===== src/sv/rvx_pkg.sv =====
`timescale 1ns / 1ps
`default_nettype none
// ----------------------------------------------------------------------------
// rvx_pkg: shared constants and types for the RV32I subset execute unit
// Opcode and function codes of the supported subset, field widths and the
// record of one executed instruction.
// ----------------------------------------------------------------------------
package rvx_pkg;

   localparam int unsigned XlenBits = 32;
   localparam int unsigned RegIdxBits = 5;
   localparam int unsigned RegCount = 1 << RegIdxBits;

   typedef logic [XlenBits-1:0] word_type;
   typedef logic [RegIdxBits-1:0] reg_idx_type;
   typedef logic [6:0] opcode_type;
   typedef logic [2:0] funct3_type;
   typedef logic [6:0] funct7_type;

   localparam opcode_type OpcOp = 7'h33;
   localparam opcode_type OpcOpImm = 7'h13;
   localparam opcode_type OpcBranch = 7'h63;

   localparam funct3_type F3AddSub = 3'd0;
   localparam funct3_type F3Or = 3'd6;
   localparam funct3_type F3And = 3'd7;
   localparam funct3_type F3Beq = 3'd0;
   localparam funct3_type F3Addi = 3'd0;

   localparam funct7_type F7Base = 7'h00;
   localparam funct7_type F7Alt = 7'h20;

   localparam word_type PcStep = 32'd4;

   // Outcome of one instruction as it leaves the execute stage.
   typedef struct packed {
      word_type    next_pc;
      logic        wrote_reg;
      reg_idx_type dest_index;
      word_type    dest_value;
      logic        branch_taken;
      logic        unsupported;
   } exec_result_type;

endpackage
`default_nettype wire


===== src/sv/rv32i_subset_execute_unit.sv =====
`timescale 1ns / 1ps
`default_nettype none
// ----------------------------------------------------------------------------
// rv32i_subset_execute_unit: executes ADD/SUB/AND/OR/ADDI/BEQ on a 32-entry
// register file held in a synchronous memory, plus a program counter.
// ----------------------------------------------------------------------------
// Usage:
//   Request channel (req_valid / req_stall / req_instr_word) carries one raw
//   instruction word per item, fetched at the current pc.
//   Response channel (rsp_valid / rsp_stall / rsp_*) returns one item per
//   instruction: next pc, register write (if any), branch outcome and the
//   unsupported-opcode flag.
//   Each item passes the read-stage and result registers. Throughput: one
//   item per cycle while the receiver does not stall, set by the single read
//   stage of the register file memory (two read ports, read data registered)
//   followed by the execute/write-back stage. A write-back landing on the same
//   edge as the next item's read is forwarded from a last-write register.
//   Reset clears the pc, the per-entry valid bits of the register file (an
//   entry not yet written reads as zero), and both pipeline valid flags; no
//   clearing pass is needed.
//   When the receiver stalls, the result register holds, the execute stage
//   holds its item, and req_stall rises only once both are full.
// ----------------------------------------------------------------------------
module rv32i_subset_execute_unit (
   input  wire logic        clock,
   input  wire logic        reset,
   // request channel
   input  wire logic        req_valid,
   output logic             req_stall,
   input  wire logic [31:0] req_instr_word,
   // response channel
   output logic             rsp_valid,
   input  wire logic        rsp_stall,
   output logic [31:0]      rsp_next_pc,
   output logic             rsp_wrote_reg,
   output logic [4:0]       rsp_dest_index,
   output logic [31:0]      rsp_dest_value,
   output logic             rsp_branch_taken,
   output logic             rsp_unsupported
);

   // -------------------------------------------------------------------------
   // Storage
   // -------------------------------------------------------------------------
   // register file memory: one write port, two registered read ports
   rvx_pkg::word_type gpr_mem_ff [rvx_pkg::RegCount];
   // per-entry written flags; unwritten entries read as zero
   logic [rvx_pkg::RegCount-1:0] gpr_ok_ff;

   rvx_pkg::word_type pc_ff, pc_in;

   // execute stage
   logic              s1_valid_ff;
   logic [31:0]       s1_instr_ff;
   rvx_pkg::word_type s1_rs1_raw_ff, s1_rs2_raw_ff;
   logic              s1_rs1_ok_ff, s1_rs2_ok_ff;

   // most recent register file write, for forwarding
   logic                 fwd_en_ff;
   rvx_pkg::reg_idx_type fwd_idx_ff;
   rvx_pkg::word_type    fwd_val_ff;

   // response register
   logic                     out_valid_ff;
   rvx_pkg::exec_result_type out_ff, out_in;

   // -------------------------------------------------------------------------
   // Handshake
   // -------------------------------------------------------------------------
   logic s1_advance;
   logic req_accept;

   assign s1_advance = s1_valid_ff && (!out_valid_ff || !rsp_stall);
   assign req_stall  = s1_valid_ff && !s1_advance;
   assign req_accept = req_valid && !req_stall;

   // -------------------------------------------------------------------------
   // Read stage: issue both source reads as the item is accepted
   // -------------------------------------------------------------------------
   rvx_pkg::reg_idx_type req_rs1, req_rs2;

   assign req_rs1 = req_instr_word[19:15];
   assign req_rs2 = req_instr_word[24:20];

   // -------------------------------------------------------------------------
   // Execute stage
   // -------------------------------------------------------------------------
   rvx_pkg::opcode_type  opc;
   rvx_pkg::funct3_type  f3;
   rvx_pkg::funct7_type  f7;
   rvx_pkg::reg_idx_type rd, rs1, rs2;
   rvx_pkg::word_type    op_a, op_b;
   rvx_pkg::word_type    imm_i, imm_b;
   logic                 wr_req;
   rvx_pkg::word_type    wr_val;
   logic                 wr_fire;

   assign opc = s1_instr_ff[6:0];
   assign rd  = s1_instr_ff[11:7];
   assign f3  = s1_instr_ff[14:12];
   assign rs1 = s1_instr_ff[19:15];
   assign rs2 = s1_instr_ff[24:20];
   assign f7  = s1_instr_ff[31:25];

   assign imm_i = {{20{s1_instr_ff[31]}}, s1_instr_ff[31:20]};
   assign imm_b = {{19{s1_instr_ff[31]}}, s1_instr_ff[31], s1_instr_ff[7],
                   s1_instr_ff[30:25], s1_instr_ff[11:8], 1'b0};

   // x0 reads zero; take a write that landed at the read edge from the bypass
   always_comb begin
      if (rs1 == '0) begin
         op_a = '0;
      end else if (fwd_en_ff && fwd_idx_ff == rs1) begin
         op_a = fwd_val_ff;
      end else begin
         op_a = s1_rs1_ok_ff ? s1_rs1_raw_ff : '0;
      end
      if (rs2 == '0) begin
         op_b = '0;
      end else if (fwd_en_ff && fwd_idx_ff == rs2) begin
         op_b = fwd_val_ff;
      end else begin
         op_b = s1_rs2_ok_ff ? s1_rs2_raw_ff : '0;
      end
   end

   always_comb begin
      wr_req = 1'b0;
      wr_val = '0;
      out_in = '0;
      out_in.next_pc = pc_ff + rvx_pkg::PcStep;
      priority if (opc == rvx_pkg::OpcOp) begin
         priority if (f3 == rvx_pkg::F3AddSub && f7 == rvx_pkg::F7Base) begin
            wr_req = 1'b1;
            wr_val = op_a + op_b;
         end else if (f3 == rvx_pkg::F3AddSub && f7 == rvx_pkg::F7Alt) begin
            wr_req = 1'b1;
            wr_val = op_a - op_b;
         end else if (f3 == rvx_pkg::F3And && f7 == rvx_pkg::F7Base) begin
            wr_req = 1'b1;
            wr_val = op_a & op_b;
         end else if (f3 == rvx_pkg::F3Or && f7 == rvx_pkg::F7Base) begin
            wr_req = 1'b1;
            wr_val = op_a | op_b;
         end else begin
            // unmatched R-type: no write, pc steps
            wr_req = 1'b0;
         end
      end else if (opc == rvx_pkg::OpcOpImm) begin
         if (f3 == rvx_pkg::F3Addi) begin
            wr_req = 1'b1;
            wr_val = op_a + imm_i;
         end
      end else if (opc == rvx_pkg::OpcBranch) begin
         if (f3 == rvx_pkg::F3Beq && op_a == op_b) begin
            out_in.branch_taken = 1'b1;
            out_in.next_pc = pc_ff + imm_b;
         end
      end else begin
         // unsupported opcode: hold pc, report nothing else
         out_in.unsupported = 1'b1;
         out_in.next_pc = pc_ff;
      end
      // drop writes to x0
      if (wr_req && rd != '0) begin
         out_in.wrote_reg  = 1'b1;
         out_in.dest_index = rd;
         out_in.dest_value = wr_val;
      end
   end

   assign wr_fire = s1_advance && out_in.wrote_reg;
   assign pc_in   = s1_advance ? out_in.next_pc : pc_ff;

   // -------------------------------------------------------------------------
   // Register file memory: write back from execute, read for the new item
   // -------------------------------------------------------------------------
   always_ff @(posedge clock) begin
      if (wr_fire) begin
         gpr_mem_ff[out_in.dest_index] <= out_in.dest_value;
      end
      if (req_accept) begin
         s1_rs1_raw_ff <= gpr_mem_ff[req_rs1];
         s1_rs2_raw_ff <= gpr_mem_ff[req_rs2];
         s1_rs1_ok_ff  <= gpr_ok_ff[req_rs1];
         s1_rs2_ok_ff  <= gpr_ok_ff[req_rs2];
         s1_instr_ff   <= req_instr_word;
      end
   end

   always_ff @(posedge clock) begin
      if (reset) begin
         gpr_ok_ff <= '0;
         fwd_en_ff <= 1'b0;
      end else if (wr_fire) begin
         gpr_ok_ff[out_in.dest_index] <= 1'b1;
         fwd_en_ff <= 1'b1;
      end
   end

   always_ff @(posedge clock) begin
      if (wr_fire) begin
         fwd_idx_ff <= out_in.dest_index;
         fwd_val_ff <= out_in.dest_value;
      end
   end

   // -------------------------------------------------------------------------
   // Control state: pc and stage valid flags
   // -------------------------------------------------------------------------
   always_ff @(posedge clock) begin
      if (reset) begin
         pc_ff        <= '0;
         s1_valid_ff  <= 1'b0;
         out_valid_ff <= 1'b0;
      end else begin
         pc_ff <= pc_in;
         if (req_accept) begin
            s1_valid_ff <= 1'b1;
         end else if (s1_advance) begin
            s1_valid_ff <= 1'b0;
         end
         if (s1_advance) begin
            out_valid_ff <= 1'b1;
         end else if (!rsp_stall) begin
            out_valid_ff <= 1'b0;
         end
      end
   end

   always_ff @(posedge clock) begin
      if (s1_advance) begin
         out_ff <= out_in;
      end
   end

   // -------------------------------------------------------------------------
   // Response ports
   // -------------------------------------------------------------------------
   assign rsp_valid        = out_valid_ff;
   assign rsp_next_pc      = out_ff.next_pc;
   assign rsp_wrote_reg    = out_ff.wrote_reg;
   assign rsp_dest_index   = out_ff.dest_index;
   assign rsp_dest_value   = out_ff.dest_value;
   assign rsp_branch_taken = out_ff.branch_taken;
   assign rsp_unsupported  = out_ff.unsupported;

endmodule
`default_nettype wire


===== config.mk =====
export PLATFORM = sky130hd
export DESIGN_NAME = rv32i_subset_execute_unit
export DESIGN_NICKNAME = d
export VERILOG_FILES = /design/src/sv/rvx_pkg.sv /design/src/sv/rv32i_subset_execute_unit.sv
export SDC_FILE = /design/constraint.sdc
export NUM_CORES = 2
export LEC_CHECK = 0
export BUFFER_PORTS_ARGS = -buffer_cell sky130_fd_sc_hd__buf_2
export CAP_MARGIN = 20
export CELL_PAD_IN_SITES_DETAIL_PLACEMENT = 2
export CELL_PAD_IN_SITES_GLOBAL_PLACEMENT = 2
export CORE_MARGIN = 1.5
export CORE_UTILIZATION = 43
export CTS_CLUSTER_DIAMETER = 30
export DETAILED_ROUTE_END_ITERATION = 12
export PLACE_DENSITY_LB_ADDON = 0.1
export REMOVE_ABC_BUFFERS = 1
export SLEW_MARGIN = 25
export SYNTH_ARGS = -nofsm -noshare
export SYNTH_HDL_FRONTEND = slang
export SYNTH_SLANG_ARGS = --single-unit

===== constraint.sdc =====
create_clock -name clock -period 5.8 [get_ports clock]
set_input_delay 0 -clock clock [delete_from_list [all_inputs] [get_ports clock]]
set_output_delay 0 -clock clock [all_outputs]
set_load 0.02 [all_outputs]

==> impl_metrics.yaml <==
route:
  drt_first_pass_iters: 5
  vias: 44672
  ant_nets: 0
  vias_per_cell: 6.52
  wire_per_inst_um: 38.3
  wirelength_mm: 262
  post-route-drc-count: 0
  drt_iter0_markers: 4939
timing:
  timing.hold.ws_ps: 64.2
  slew_headroom: 0.291
  rsz0062_at_grt: "yes"
  finalWorstSetupSlack_ps: 234
  finalSetupViolCount: 0
  layout_worst_path_cycle_share: 0.960
  hold_viol_final: 0
  fin_tns_setup_ps: 0
  fmax_mhz: 180
  period_needed_ps: 5570
  slew_viol_final: 0
  worst_pin_slew_ps: 1060
  worst_clock_skew_ps: 111
floorplanning:
  fp.dieH_um: 395
  dieArea_um2: 156000
  ios: 110
  die_width_um: 395
  core.rowCount: 143
  start_util: 0.434
  fp.coreArea_um2: 152000
synth:
  synth_area_leaders: "edfxtp_1 56%, mux4_2 23%, ha_1 3.2%"
  ys_types: 91
  synth.largest_area_cell: "edfxtp_1"
  ys_ff_latch: 1296
  yosysTopAreaCellShare: 0.560
  synth_edf_count: 1230
  async_flop_share: 0
  syn_area_um2: 65900
  synthTopCellsByCount: "1230 x edfxtp_1, 660 x mux4_2, 279 x nand2_1"
  synth-seq-area-share: 0.580
  syn_inst: 4078
  avgSynthCellArea_um2: 16.2
  yosysMostFrequentCell: "edfxtp_1"
  ys_warn_count: 0
  ys.flop_type: "edfxtp_1"
global_route:
  grt_first_pass_wirelength_mm: 371
  overflow: 0
  grt_max_degree: 101
  grt_util_met1: 0.450
  use_met3: 0.0592
  grt_antenna_before_repair: 6
  grt_pass1_vias: 48359
  top_usage_layer: "met2"
  met2_usage: 0.552
  grt_util_all_layers: 0.337
clock_network:
  path_clk_slew_ps: 50
  htree_levels: 5
  cts_buffers: 331
  cts_tree: "yes"
  cts.sinks: 1296
  root_buffer: "clkbuf_16"
  postCtsSetupBuffers: 0
  clkLatencyLatePin_ps: 960
  clockBufferDepth: 4
critical_path:
  cp_slowest_cell: "nor3_1"
  cp_common_cell: "a21oi_1"
  max_stage_delay_ps: 500
  crit_chain: "xor2_1 > nor4_1 > buf_4 > nand3_2 > nand3_1 > a21oi_1 > ha_1 > inv_1 > fa_1 > nor3_1 > o31ai_1 > a2111oi_0 > nor3_1 > a21oi_1 > a41o_1 > a2111oi_0 > a21oi_1 > xnor2_1 > o221ai_2 > buf_4"
  end_kind: "flop"
  worstPathArrival_ps: 6140
  start_kind: "flop"
  crit_path_max_fanout: 34
  timing.critical_path.required_ps: 6370
  path_class: "flop to flop"
  cp_top_family: "compound AO/OA/AOI/OAI gates"
  path_buf_inv: 3
pwr:
  p_per_area_nw_per_um2: 367
  total_power_uw: 30100
  vdd_drop_max_mv: 0.304
  p_leak_uw: 0.0313
finish:
  syn_to_final_growth_pct: 24.5
  largest_reg_flops: 1024
  stdcell_count: 6847
  top_register: "gpr_mem_ff"
  nNetsFinal: 4768
  regArea_um2: 38300
  multi_input_area_um2: 26800
  drive_above_1_share: 0.343
  n_fill_cell: 13487
place:
  dp_cells: 6200
  io_buffer_count: 108
  gp_congestion: 0.941
  hpwl_mm: 151
  dp_slack_ps: 286
outcome:
  status: "finished, final reports clean"
hold_path:
  hp-class: "primary input to flop"
flow_run:
  max_cap_viol_count: 0
## cells by family (layout without fill, tap and decap cells)
kind of cell    Yosys count  count (layout)  share of synthesized area
flops                  1296            1296                      0.580
mux                     733             733                      0.238
other cells               1              35                  0.0000569
simple gates            794             794                     0.0559
compound gates          597             597                     0.0566
xor+xnor                111             111                     0.0147
buf+inv                 376            1081                     0.0219
fa+ha+maj               170             170                     0.0327
## path summary, 6_finish.rpt
kind / start / slack [ps] / depth (start not counted) / endpoint
worst min register to register: gpr_ok_ff[0] / 480 / 1 / gpr_ok_ff[0]
worst min-delay path: req_instr_word[23] / 60 / 3 / s1_rs2_raw_ff[19]
worst max-delay path: fwd_idx_ff[2] / 230 / 20 / rsp_dest_value[26]
worst max register to register: fwd_idx_ff[2] / 230 / 20 / rsp_dest_value[26]
## cell type report
class,count,share of cell area
Inverter,115,0.00535
Antenna cell,2,0.0000610
Tap cell,2030,0.0309
Clock inverter,191,0.0252
Multi-Input combinational cell,2438,0.327
Clock buffer,395,0.107
Sequential cell,1296,0.466
Timing Repair Buffer,380,0.0388
## cell usage in the layout, fill, tap and decap left out, types with 29 or more instances in the layout
cell / netlist / layout
dfxtp_1: 66 / 66
edfxtp_1: 1230 / 1230
nand3_1: 111 / 109
nand2_1: 279 / 279
nor2_1: 211 / 172
clkinv_1: 2 / 41
nor3_1: 36 / 35
clkbuf_1: 175 / 49
nor2_4: 0 / 30
conb_1: 1 / 33
clkinvlp_4: 0 / 30
ha_1: 166 / 166
inv_1: 112 / 112
o21ai_0: 97 / 95
buf_4: 4 / 185
dlygate4sd3_1: 0 / 58
a21oi_1: 237 / 232
xor2_1: 45 / 45
a21o_1: 46 / 46
clkbuf_16: 0 / 340
bufinv_16: 0 / 38
buf_12: 0 / 29
buf_2: 10 / 99
xnor2_1: 66 / 66
mux2_2: 68 / 68
clkinv_2: 0 / 50
mux4_2: 660 / 660
## worst reg2reg max path: stages (launching register included)
cell	delay, ps
edfxtp_1	440
xor2_1	180
nor4_1	370
buf_4	190
nand3_2	260
nand3_1	200
a21oi_1	140
ha_1	250
inv_1	80
fa_1	230
nor3_1	100
o31ai_1	440
a2111oi_0	190
nor3_1	500
a21oi_1	140
a41o_1	360
a2111oi_0	400
a21oi_1	110
xnor2_1	310
o221ai_2	150
buf_4	260
## metal layers
layer  wire, µm  vias up
met3      20300      558
met2     128000     2367
li1           -    17727
met1     104000    24020
met5          0        -
met4      10700        0
## report_power, final
part           internal [µW]  total, µW  switching [µW]
Combinational            590       1570             984
Clock                  12400      18300            5900
Sequential             10200      10300            72.0
Total                  23200      30100            6960
## metrics by stage
stage           util  instance area (µm²)
2_1_floorplan      -                65000
3_3_place_gp   0.464                70600
3_5_place_dp   0.464                70600
4_1_cts        0.539                82000
5_1_grt        0.540                82100
6_report       0.540                82100
## what timing repair did
| item | 4_1_cts | 5_1_grt |
|---|---|---|
| hold endpoints to repair | 100 | 0 |
| gates resized for setup | 0 | 6 |
| hold buffers | 58 | 0 |
| endpoints found under the setup margin | 0 | 135 |
Note: power is estimated with default switching activity, not from simulation.
